[config.mk]
export PLATFORM = sky130hd
export DESIGN_NAME = counting_semaphore_fifo_waiters_unit
export DESIGN_NICKNAME = d
export VERILOG_FILES = /design/src/hw/rtl/csfw_pkg.sv /design/src/hw/rtl/counting_semaphore_fifo_waiters_unit.sv /design/src/hw/rtl/csfw_ram.sv
export SDC_FILE = /design/constraint.sdc
export NUM_CORES = 1
export LEC_CHECK = 0
export ABC_AREA = 1
export BUFFER_PORTS_ARGS = -buffer_cell sky130_fd_sc_hd__buf_2
export CAP_MARGIN = 40
export CORE_ASPECT_RATIO = 1.25
export CORE_MARGIN = 2
export CORE_UTILIZATION = 60
export DETAILED_ROUTE_END_ITERATION = 10
export GPL_ROUTABILITY_DRIVEN = 1
export GPL_TIMING_DRIVEN = 0
export PLACE_DENSITY = 0.75
export SLEW_MARGIN = 40
export SYNTH_ARGS = -nofsm -noshare
export SYNTH_HDL_FRONTEND = slang
export SYNTH_SLANG_ARGS = --single-unit
[constraint.sdc]
create_clock -name clk -period 4.4 [get_ports clk]
set_clock_uncertainty 0.15 [all_clocks]
set_input_delay 0.44 -clock clk [delete_from_list [all_inputs] [get_ports clk]]
set_output_delay 0.44 -clock clk [all_outputs]
set_load 0.01 [all_outputs]
[src/hw/rtl/csfw_pkg.sv]
// Package for the counting semaphore with FIFO wait queue.
// Holds operation and status codes, sequencer states and count limits.
// No dependencies.
`timescale 1ns / 1ps
`default_nettype none

package csfw_pkg;

  localparam int QUEUE_DEPTH_DEF = 16;
  localparam int ID_BITS_DEF     = 8;

  localparam int COUNT_W = 16;
  localparam int PORT_ID_W = 8;

  localparam logic signed [COUNT_W-1:0] CNT_MAX = 16'sh7FFF;
  localparam logic signed [COUNT_W-1:0] CNT_MIN = 16'sh8000;

  typedef enum logic [1:0] {
    FN_TRY    = 2'd0,
    FN_WAIT   = 2'd1,
    FN_CANCEL = 2'd2,
    FN_SIGNAL = 2'd3
  } func_t;

  typedef enum logic [1:0] {
    STS_OK       = 2'd0,
    STS_QFULL    = 2'd1,
    STS_SAT      = 2'd2,
    STS_MISMATCH = 2'd3
  } status_t;

  typedef enum logic [2:0] {
    S_IDLE,
    S_EXEC,
    S_SEARCH,
    S_SHIFT,
    S_POP,
    S_DONE
  } state_t;

endpackage

`default_nettype wire

[src/hw/rtl/counting_semaphore_fifo_waiters_unit.sv]
// Counting semaphore with FIFO wait queue. Sequence from accept to result register: try-acquire
// and wait go through EXEC and DONE; signal adds POP when it releases a waiter (head read); cancel
// adds SEARCH over the k ids searched and SHIFT over the m entries compacted before DONE.
// One transaction in flight: in_stall is high from accept until the result is loaded, so no new
// request is taken before then, and a stalled result also blocks the load and the next request.
// Synchronous active-low reset: count 0, queue empty; queue RAM contents are not cleared.
`timescale 1ns / 1ps
`default_nettype none

module counting_semaphore_fifo_waiters_unit
  import csfw_pkg::*;
#(
  parameter int QUEUE_DEPTH = QUEUE_DEPTH_DEF,
  parameter int ID_BITS     = ID_BITS_DEF
) (
  input  wire logic                       clk,
  input  wire logic                       rst_n,
  input  wire logic                       in_valid,
  output logic                            in_stall,
  input  wire logic [1:0]                 in_func,
  input  wire logic [PORT_ID_W-1:0]       in_thread_id,
  input  wire logic                       in_drop_if_idle,
  output logic                            out_valid,
  input  wire logic                       out_stall,
  output logic                            out_granted,
  output logic                            out_blocked,
  output logic                            out_woken_valid,
  output logic [PORT_ID_W-1:0]            out_woken_id,
  output logic                            out_cancel_hit,
  output logic [1:0]                      out_status,
  output logic signed [COUNT_W-1:0]       out_count_now
);

  localparam int AddrW = $clog2(QUEUE_DEPTH);
  localparam int CntW  = $clog2(QUEUE_DEPTH + 1);
  localparam int PW    = CntW + 1;
  localparam int CopyW = (ID_BITS < PORT_ID_W) ? ID_BITS : PORT_ID_W;

  state_t state_r, state_nxt;
  func_t  func_r, func_nxt;
  logic [ID_BITS-1:0] tid_r, tid_nxt, tid_in;
  logic drop_r, drop_nxt;

  logic signed [COUNT_W-1:0] count_r, count_nxt;
  logic [CntW-1:0]  total_r, total_nxt;
  logic [AddrW-1:0] head_r, head_nxt;
  logic [CntW-1:0]  idx_r, idx_nxt;

  logic res_granted_r, res_granted_nxt;
  logic res_blocked_r, res_blocked_nxt;
  logic res_wvalid_r, res_wvalid_nxt;
  logic [ID_BITS-1:0] res_wid_r, res_wid_nxt;
  logic res_hit_r, res_hit_nxt;
  status_t res_status_r, res_status_nxt;

  logic out_valid_r, out_valid_nxt;
  logic out_granted_r, out_blocked_r, out_wvalid_r, out_hit_r;
  logic [ID_BITS-1:0] out_wid_r;
  status_t out_status_r;
  logic signed [COUNT_W-1:0] out_count_r;
  logic out_load;

  logic ram_we, ram_re;
  logic [AddrW-1:0] ram_waddr, ram_raddr;
  logic [ID_BITS-1:0] ram_wdata, ram_rdata;

  logic cnt_pos, cnt_min, cnt_max, cnt_neg, q_empty, q_full;
  logic more, more2, id_hit, sig_pop;
  logic [PW-1:0] idx_p1, idx_p2, total_w;

  // logical queue offset to physical RAM address (circular buffer)
  function automatic logic [AddrW-1:0] phys(input logic [AddrW-1:0] head,
                                            input logic [PW-1:0] off);
    logic [PW-1:0] sum;
    sum = PW'(head) + off;
    if (sum >= PW'(QUEUE_DEPTH)) begin
      sum = sum - PW'(QUEUE_DEPTH);
    end
    return AddrW'(sum);
  endfunction

  always_comb begin
    tid_in = '0;
    for (int b = 0; b < CopyW; b++) begin
      tid_in[b] = in_thread_id[b];
    end
  end

  assign cnt_pos = (count_r > 0);
  assign cnt_min = (count_r == CNT_MIN);
  assign cnt_max = (count_r == CNT_MAX);
  assign cnt_neg = count_r[COUNT_W-1];
  assign q_empty = (total_r == '0);
  assign q_full  = (total_r == CntW'(QUEUE_DEPTH));
  assign total_w = PW'(total_r);
  assign idx_p1  = PW'(idx_r) + PW'(1);
  assign idx_p2  = PW'(idx_r) + PW'(2);
  assign more    = (idx_p1 < total_w);
  assign more2   = (idx_p2 < total_w);
  assign id_hit  = (ram_rdata == tid_r);
  assign sig_pop = !(drop_r && q_empty) && !cnt_max && cnt_neg && !q_empty;
  assign out_load = (state_r == S_DONE) && (!out_valid_r || !out_stall);

  // next state
  always_comb begin
    state_nxt = state_r;
    unique case (state_r)
      S_IDLE: begin
        if (in_valid) begin
          state_nxt = S_EXEC;
        end
      end
      S_EXEC: begin
        case (func_r)
          FN_CANCEL: state_nxt = q_empty ? S_DONE : S_SEARCH;
          FN_SIGNAL: state_nxt = sig_pop ? S_POP : S_DONE;
          default:   state_nxt = S_DONE;
        endcase
      end
      S_SEARCH: begin
        if (more) begin
          state_nxt = id_hit ? S_SHIFT : S_SEARCH;
        end else begin
          state_nxt = S_DONE;
        end
      end
      S_SHIFT: state_nxt = more2 ? S_SHIFT : S_DONE;
      S_POP:   state_nxt = S_DONE;
      S_DONE: begin
        if (out_load) begin
          state_nxt = S_IDLE;
        end
      end
      default: state_nxt = S_IDLE;
    endcase
  end

  // datapath and queue RAM control
  always_comb begin
    func_nxt        = func_r;
    tid_nxt         = tid_r;
    drop_nxt        = drop_r;
    count_nxt       = count_r;
    total_nxt       = total_r;
    head_nxt        = head_r;
    idx_nxt         = idx_r;
    res_granted_nxt = res_granted_r;
    res_blocked_nxt = res_blocked_r;
    res_wvalid_nxt  = res_wvalid_r;
    res_wid_nxt     = res_wid_r;
    res_hit_nxt     = res_hit_r;
    res_status_nxt  = res_status_r;
    out_valid_nxt   = out_valid_r && out_stall;
    ram_we          = 1'b0;
    ram_waddr       = phys(head_r, total_w);
    ram_wdata       = tid_r;
    ram_re          = 1'b0;
    ram_raddr       = head_r;

    unique case (state_r)
      S_IDLE: begin
        if (in_valid) begin
          func_nxt        = func_t'(in_func);
          tid_nxt         = tid_in;
          drop_nxt        = in_drop_if_idle;
          res_granted_nxt = 1'b0;
          res_blocked_nxt = 1'b0;
          res_wvalid_nxt  = 1'b0;
          res_wid_nxt     = '0;
          res_hit_nxt     = 1'b0;
          res_status_nxt  = STS_OK;
        end
      end
      S_EXEC: begin
        case (func_r)
          FN_TRY: begin
            if (cnt_pos) begin
              count_nxt       = count_r - 16'sd1;
              res_granted_nxt = 1'b1;
            end
          end
          FN_WAIT: begin
            if (cnt_pos) begin
              count_nxt       = count_r - 16'sd1;
              res_granted_nxt = 1'b1;
            end else if (cnt_min) begin
              res_status_nxt = STS_SAT;
            end else if (q_full) begin
              res_status_nxt = STS_QFULL;
            end else begin
              ram_we          = 1'b1;
              count_nxt       = count_r - 16'sd1;
              total_nxt       = total_r + CntW'(1);
              res_blocked_nxt = 1'b1;
            end
          end
          FN_CANCEL: begin
            idx_nxt = '0;
            ram_re  = !q_empty;
          end
          default: begin
            if (drop_r && q_empty) begin
              // ignored
            end else if (cnt_max) begin
              res_status_nxt = STS_SAT;
            end else begin
              count_nxt = count_r + 16'sd1;
              if (cnt_neg) begin
                if (q_empty) begin
                  res_status_nxt = STS_MISMATCH;
                end else begin
                  ram_re = 1'b1;
                end
              end
            end
          end
        endcase
      end
      S_SEARCH: begin
        // while searching, a read of the next entry is in flight whenever one remains
        ram_re    = more;
        ram_raddr = phys(head_r, idx_p1);
        if (id_hit) begin
          if (!more) begin
            total_nxt   = total_r - CntW'(1);
            res_hit_nxt = 1'b1;
            if (cnt_max) res_status_nxt = STS_SAT;
            else         count_nxt = count_r + 16'sd1;
          end
        end else if (more) begin
          idx_nxt = CntW'(idx_p1);
        end
      end
      S_SHIFT: begin
        ram_we    = 1'b1;
        ram_waddr = phys(head_r, PW'(idx_r));
        ram_wdata = ram_rdata;
        ram_re    = more2;
        ram_raddr = phys(head_r, idx_p2);
        if (more2) begin
          idx_nxt = CntW'(idx_p1);
        end else begin
          total_nxt   = total_r - CntW'(1);
          res_hit_nxt = 1'b1;
          if (cnt_max) res_status_nxt = STS_SAT;
          else         count_nxt = count_r + 16'sd1;
        end
      end
      S_POP: begin
        res_wvalid_nxt = 1'b1;
        res_wid_nxt    = ram_rdata;
        total_nxt      = total_r - CntW'(1);
        head_nxt       = (head_r == AddrW'(QUEUE_DEPTH - 1)) ? '0 : head_r + AddrW'(1);
      end
      S_DONE: begin
        if (out_load) begin
          out_valid_nxt = 1'b1;
        end
      end
      default: ;
    endcase
  end

  always_ff @(posedge clk) begin
    if (!rst_n) begin
      state_r     <= S_IDLE;
      count_r     <= '0;
      total_r     <= '0;
      head_r      <= '0;
      out_valid_r <= 1'b0;
    end else begin
      state_r     <= state_nxt;
      count_r     <= count_nxt;
      total_r     <= total_nxt;
      head_r      <= head_nxt;
      out_valid_r <= out_valid_nxt;
    end
  end

  always_ff @(posedge clk) begin
    func_r        <= func_nxt;
    tid_r         <= tid_nxt;
    drop_r        <= drop_nxt;
    idx_r         <= idx_nxt;
    res_granted_r <= res_granted_nxt;
    res_blocked_r <= res_blocked_nxt;
    res_wvalid_r  <= res_wvalid_nxt;
    res_wid_r     <= res_wid_nxt;
    res_hit_r     <= res_hit_nxt;
    res_status_r  <= res_status_nxt;
    if (out_load) begin
      out_granted_r <= res_granted_r;
      out_blocked_r <= res_blocked_r;
      out_wvalid_r  <= res_wvalid_r;
      out_wid_r     <= res_wid_r;
      out_hit_r     <= res_hit_r;
      out_status_r  <= res_status_r;
      out_count_r   <= count_r;
    end
  end

  csfw_ram #(
    .WIDTH (ID_BITS),
    .DEPTH (QUEUE_DEPTH)
  ) u_queue (
    .clk     (clk),
    .wr_en   (ram_we),
    .wr_addr (ram_waddr),
    .wr_data (ram_wdata),
    .rd_en   (ram_re),
    .rd_addr (ram_raddr),
    .rd_data (ram_rdata)
  );

  assign in_stall        = (state_r != S_IDLE);
  assign out_valid       = out_valid_r;
  assign out_granted     = out_granted_r;
  assign out_blocked     = out_blocked_r;
  assign out_woken_valid = out_wvalid_r;
  assign out_cancel_hit  = out_hit_r;
  assign out_status      = out_status_r;
  assign out_count_now   = out_count_r;

  always_comb begin
    out_woken_id = '0;
    for (int b = 0; b < CopyW; b++) begin
      out_woken_id[b] = out_wid_r[b];
    end
  end

  // queue occupancy never exceeds its depth
  a_total_bound: assert property (@(posedge clk) disable iff (!rst_n)
    total_r <= CntW'(QUEUE_DEPTH))
    else $error("waiter total above queue depth");

  // between transactions, a negative count goes with a non-empty queue and vice versa
  a_count_queue: assert property (@(posedge clk) disable iff (!rst_n)
    (state_r == S_IDLE) |-> (cnt_neg == !q_empty))
    else $error("semaphore count and waiter queue disagree");

  // a released waiter leaves the queue
  a_pop_total: assert property (@(posedge clk) disable iff (!rst_n)
    (state_r == S_POP) |=> (total_r == $past(total_r) - CntW'(1)))
    else $error("pop did not shrink the queue");

  // a result appears only after the sequencer finishes
  a_out_from_done: assert property (@(posedge clk) disable iff (!rst_n)
    $rose(out_valid_r) |-> ($past(state_r) == S_DONE))
    else $error("result loaded outside the done state");

  // granted and blocked are exclusive
  a_grant_block: assert property (@(posedge clk) disable iff (!rst_n)
    out_valid_r |-> !(out_granted_r && out_blocked_r))
    else $error("result both granted and blocked");

endmodule

`default_nettype wire

[src/hw/rtl/csfw_ram.sv]
// Generic simple dual-port RAM: one write port, one read port, registered read.
// Used for the waiter id queue; no package dependencies.
`timescale 1ns / 1ps
`default_nettype none

module csfw_ram #(
  parameter int WIDTH = 8,
  parameter int DEPTH = 16
) (
  input  wire logic                     clk,
  input  wire logic                     wr_en,
  input  wire logic [$clog2(DEPTH)-1:0] wr_addr,
  input  wire logic [WIDTH-1:0]         wr_data,
  input  wire logic                     rd_en,
  input  wire logic [$clog2(DEPTH)-1:0] rd_addr,
  output logic      [WIDTH-1:0]         rd_data
);

  logic [WIDTH-1:0] mem [DEPTH];

  always_ff @(posedge clk) begin
    if (wr_en) begin
      mem[wr_addr] <= wr_data;
    end
    if (rd_en) begin
      rd_data <= mem[rd_addr];
    end
  end

endmodule

`default_nettype wire
Word level (Yosys, flattened, before mapping)
Memories as Yosys holds them, arrays and structs flattened. A register that Yosys moved wholly into a read port is not among the register bits.
Cells that the tools add are included.
{ "word_totals": {"register_bits": 89, "mem_count": 1, "latchBits": 0, "mem_bits_ro": 0, "mem_bits_rw": 128, "input_bits": 15, "out_inout_bits": 32} }
{ "memory_table": {"columns": ["name", "words", "word_bits", "read_ports", "rd_clocked_by_memory_dff", "wr", "line_no", "source"], "rows": [
  ["u_queue.mem", 16, 8, 1, 1, 1, "csfw_ram.sv:19", "logic [WIDTH-1:0] mem [DEPTH];"]
]} }
{ "op_classes": {"magnitude_cmp": 7, "n_shift": 0, "n_mux": 86, "div_mod_pow": 0, "n_bitwise": 0, "reduce_logical": 34, "n_mul": 0, "addsub": 15, "n_eq_ne": 39} }
{ "op_table": {"columns": ["op", "count"], "rows": [
  ["16-bit two-way mux", 9],
  ["16-bit case mux with 3 select lines", 2],
  ["5-bit two-way mux", 11],
  ["2-bit != test (second input constant)", 17],
  ["16-bit equality test (second input constant)", 2],
  ["6-bit by 5-bit >= comparator with 1-bit output (second input constant)", 4],
  ["1-bit two-way mux", 24],
  ["2-bit two-way mux", 12],
  ["4-bit two-way mux", 6],
  ["4-bit != test (second input constant)", 6],
  ["5-bit case mux with 4 select lines", 1],
  ["3-bit case mux with 6 select lines", 1],
  ["16-bit by 2-bit adder with 16-bit output (second input constant)", 1],
  ["16-bit by 1-bit > comparator with 1-bit output (second input constant)", 1],
  ["8-bit two-way mux", 2],
  ["8-bit case mux with 2 select lines", 1],
  ["16-bit by 2-bit subtractor with 16-bit output (second input constant)", 1],
  ["4-bit by 1-bit subtractor with 4-bit output (second input constant)", 4],
  ["3-bit two-way mux", 5],
  ["5-bit case mux with 3 select lines", 1],
  ["4-bit by 5-bit adder with 6-bit output", 2],
  ["4-bit by 6-bit adder with 6-bit output", 2],
  ["6-bit by 5-bit < comparator with 1-bit output", 2],
  ["11-bit AND reduction", 1],
  ["other kinds (36)", 63]
]} }

Depth between registers and ports, before layout
{ "depth": {"ltp_word": 9, "ltp_mapped": 19} }

By module
A second synthesis with hierarchy kept.
{ "unflattened": {"hier_cells": 1229, "hier_area_um2": 11149.4} }
{ "modules_own_cells": {"columns": ["mod", "seq_area_each_um2", "cells_each", "instances", "area_per_inst_um2"], "rows": [
  ["csfw_ram", 4083.9, 551, 1, 5846.9],
  ["counting_semaphore_fifo_waiters_unit", 2382.3, 678, 1, 5302.6]
]} }

Worst setup path before layout
Ideal clock, no wire load.
{ "synth_path": {"kind": "register to register", "start": "register state_r[2]", "end": "register u_queue.rd_data[3], read port of u_queue.mem, data pin", "path_buffers": 2, "path_slack_ns": 1.292, "stages_incl_launch_ff": 17, "t_arrival_ns": 2.704, "t_required_ns": 3.996, "cell_sequence": "dfxtp_1 > nor2_4 > nand2_2 > clkbuf_1 > nand2_1 > nand2_1 > inv_1 > ha_1 > fa_1 > o21ai_2 > clkbuf_1 > nor3_1 > o21bai_1 > nand2_1 > nand2_1 > nand2_1 > nand2_1"} }
{ "synth_via": {"elab_chain_cells": 2} }
{ "synth_lines": {"columns": ["item", "line_no", "source"], "rows": [
  ["from (decl)", "counting_semaphore_fifo_waiters_unit.sv:39", "state_t state_r, state_nxt;"],
  ["from (signal assigned)", "counting_semaphore_fifo_waiters_unit.sv:272", "state_r <= state_nxt;"],
  ["3-bit by 2-bit equality test with 1-bit output or 3-bit by 1-bit equality test with 1-bit output (tied branches)", "counting_semaphore_fifo_waiters_unit.sv:160", "unique case (state_r)"],
  ["1-bit case mux with 3 select lines or 4-bit case mux with 2 select lines (tied branches)", "counting_semaphore_fifo_waiters_unit.sv:160", null],
  ["to (decl)", "csfw_ram.sv:16", "output logic [WIDTH-1:0] rd_data"]
]} }
Several ways; a longest one is shown, not always the timed one.
A chain may end at the register's enable or synchronous reset.

Final worst setup path
{ "layout_path": {"start": "register state_r[2]", "end": "register u_queue.rd_data[7], read port of u_queue.mem, data pin"} }
The elaborated chain is that of the path after synthesis.

==> results.toml <==
[synthesis]
yosysWarnings = 0
synth-main-ff-cell = "edfxtp_1"
ys_seq_area_share_pct = 58.5
synthArstFlopShare_pct = 0
syn_nets = 1236
synth-edff-count = 196
syn-cell-area_mm2 = 0.0110
ys_ff_latch = 225
synthCells = 1196
synth.distinct_cells = 39
syn_avg_cell_area_um2 = 9.24

[routing]
vias = 8523
drtIter0Drc = 662
wire_per_inst_um = 17.3
drtPass1Iterations = 6
route.detailed.drc = 0
wl_mm = 26.5
drt-vias-per-instance = 5.56
ant_nets = 0

[timing]
finalSetupViolCount = 0
hold_ws_ns = 0.0915
max_clock_freq_mhz = 246
rsz0062_at_grt = "no"
hold_violations = 0
fin_crit_sh_pct = 92.4
worst_pin_slew_ns = 0.835
final-max-slew-violation-count = 0
min_period_ns = 4.07
timing.setup.tns_ns = 0
slew_headroom_pct = 44.2

[placed_design]
placed_cell_area_mm2 = 0.0117
dp_hpwl_mm = 19.0
numPortBuffers = 46
place_congestion = 0.952

[global_routing]
antenna_found_initial = 0
grt_pass1_vias = 8507
grt_max_degree = 20
grt_remaining_overflow = 0
track_usage_pct = 27.3
grt_pass1_wl_mm = 42.0

[flow_run]
maxCapViolCount = 0

[worst_setup_path]
cpMostUsedCell = "nand2_1"
cp_max_fo = 10
critPathCaptureType = "flop"
cp-start-kind = "flop"
cp.required_ns = 4.52
cp.arrival_ns = 4.19
critical_path_class = "reg -> reg"
slowest_stage = "fa_1"
path_cells = "nor2_4, nand2_2, clkbuf_1, nand2_1, nand2_1, inv_1, ha_1, fa_1, o21ai_2, clkbuf_1, nor3_1, o21ai_0, nand2_1, nand3_1, nand2_1"
slowest_delay_ns = 0.47

[final_layout]
final_nets = 1327
design_area_mm2 = 0.0125
drive_gt1_share_pct = 12.0
diodes = 0
area_growth_pct = 13.6
fin_util_pct = 69.3

[power]
finalPower_mw = 6.57
power_density_mw_per_mm2 = 524
p_leak_nw = 5.18
ir_worst_vdd_mv = 0.552

[cts]
cts.sinks = 225
root_buffer = "clkbuf_16"
clock_tree.buffer_depth = 3
clk_pin_slew_ns = 0.06
insertion_delay_ns = 0.52
cts_tree = "done"
h-tree-depth = 1
numCtsBuffers = 23

[die]
io_pins = 47
start_util_pct = 61.0
die-area_mm2 = 0.0195
row_count = 55
core_area_mm2 = 0.0181
die_h_um = 156
die_width_um = 125

[min_path]
hold_class = "in -> reg"

[run_status]
status = "finished, final reports clean"
==> critical path: cells and delay by family, from the launching register on <==
| family | cells | cell delay (ns) |
|---|---|---|
| AOI/OAI and AO/OA | 2 | 0.71 |
| and+or+nand+nor | 8 | 0.95 |
| DFF | 1 | 0.46 |
| adders and majority gates | 2 | 0.67 |
| buffers and inverters | 3 | 0.88 |
==> per-layer routing <==
layer | global-route usage, % | up-vias | share of wire [%]
li1 | - | 4153 | -
met1 | 29.5 | 3945 | 36
met2 | 51.1 | 320 | 53
met3 | 3.84 | 105 | 5.7
met4 | 15.5 | 0 | 5.5
met5 | 0 | - | 0
==> flip-flops by register name, summed over array words and instances, names as in the netlist, 5 cells and up <==
name and flops:
total_r 5, out_count_now 16, tid_r 8, res_wid_r 8
count_r 16, u_queue.mem 128, u_queue.rd_data 8, idx_r 5
out_woken_id 8
==> report_power, final <==
part	internal [mW]	total, mW	leakage, nW	switching (mW)
registers	2.57	2.69	2.03	0.125
clock network	1.14	1.94	0.365	0.801
logic	0.636	1.94	2.78	1.30
total	4.34	6.57	5.18	2.23
==> synth_stat cells (all sizes together) (22+ instances only) <==
| master | n | area share (%) |
|---|---|---|
| nor3 | 39 | 1.8 |
| a21oi | 42 | 2.1 |
| clkbuf | 24 | 0.83 |
| ha | 22 | 2.5 |
| nand2 | 279 | 9.9 |
| edfxtp | 196 | 53 |
| nor2 | 205 | 7.3 |
| dfxtp | 29 | 5.3 |
| nand3 | 59 | 2.7 |
| o21ai | 89 | 4.1 |
| inv | 120 | 4.1 |
==> logic make-up after synthesis <==
kind of cell	count (synthesis)	share of synthesized area [%]
compound gates	159	8.10
xor+xnor	21	1.66
fa+ha+maj	25	3.04
buf+inv	164	5.93
flops	225	58.5
simple gates	602	22.7
==> placed cells by master, fill, tap and decap left out, drive strengths merged, types with 3 or more instances in the layout <==
master / instances
a21oi: 42
buf: 74
bufinv: 3
clkbuf: 50
clkinv: 10
dfxtp: 29
dlygate4sd3: 11
edfxtp: 196
fa: 3
ha: 22
inv: 122
nand2: 279
nand3: 59
nand3b: 4
nand4: 11
nor2: 205
nor3: 39
o211ai: 3
o21ai: 89
o21bai: 19
or2: 4
xnor2: 7
xor2: 14
==> metrics by stage <==
step | cells | setup slack (ns)
finish | 1532 | 0.334
global route | 1532 | 0.114
CTS | 1532 | 0.379
detailed placement | 1479 | 0.414
global placement | 1470 | 0.452
floorplan | 1196 | 1.29
==> worst paths after layout <==
kind	startpoint	end	slack, ns	cells after the start
worst max register to register	state_r[2]	u_queue.rd_data[7]	0.33	15
worst min register to register	res_wvalid_r	out_woken_valid	0.28	0
worst max-delay path	state_r[2]	u_queue.rd_data[7]	0.33	15
worst min-delay path	out_stall	out_valid	0.09	3
==> layout make-up <==
class	instances	area (um2)
plain buffers	43	196
flip-flops and latches	225	6470
inverters	121	459
well taps	228	285
multi-input cells	807	3970
clock buffers	26	587
fillers	1387	5550
clock inverters	16	163
repair buffers	66	423
==> repair_timing <==
action / in CTS / in global routing
endpoints found under the hold margin: 11 / 0
buffers inserted: 0 / 0
hold buffers: 11 / 0
gates resized for setup: 0 / 0
Note: power is estimated with default switching activity, not from simulation.
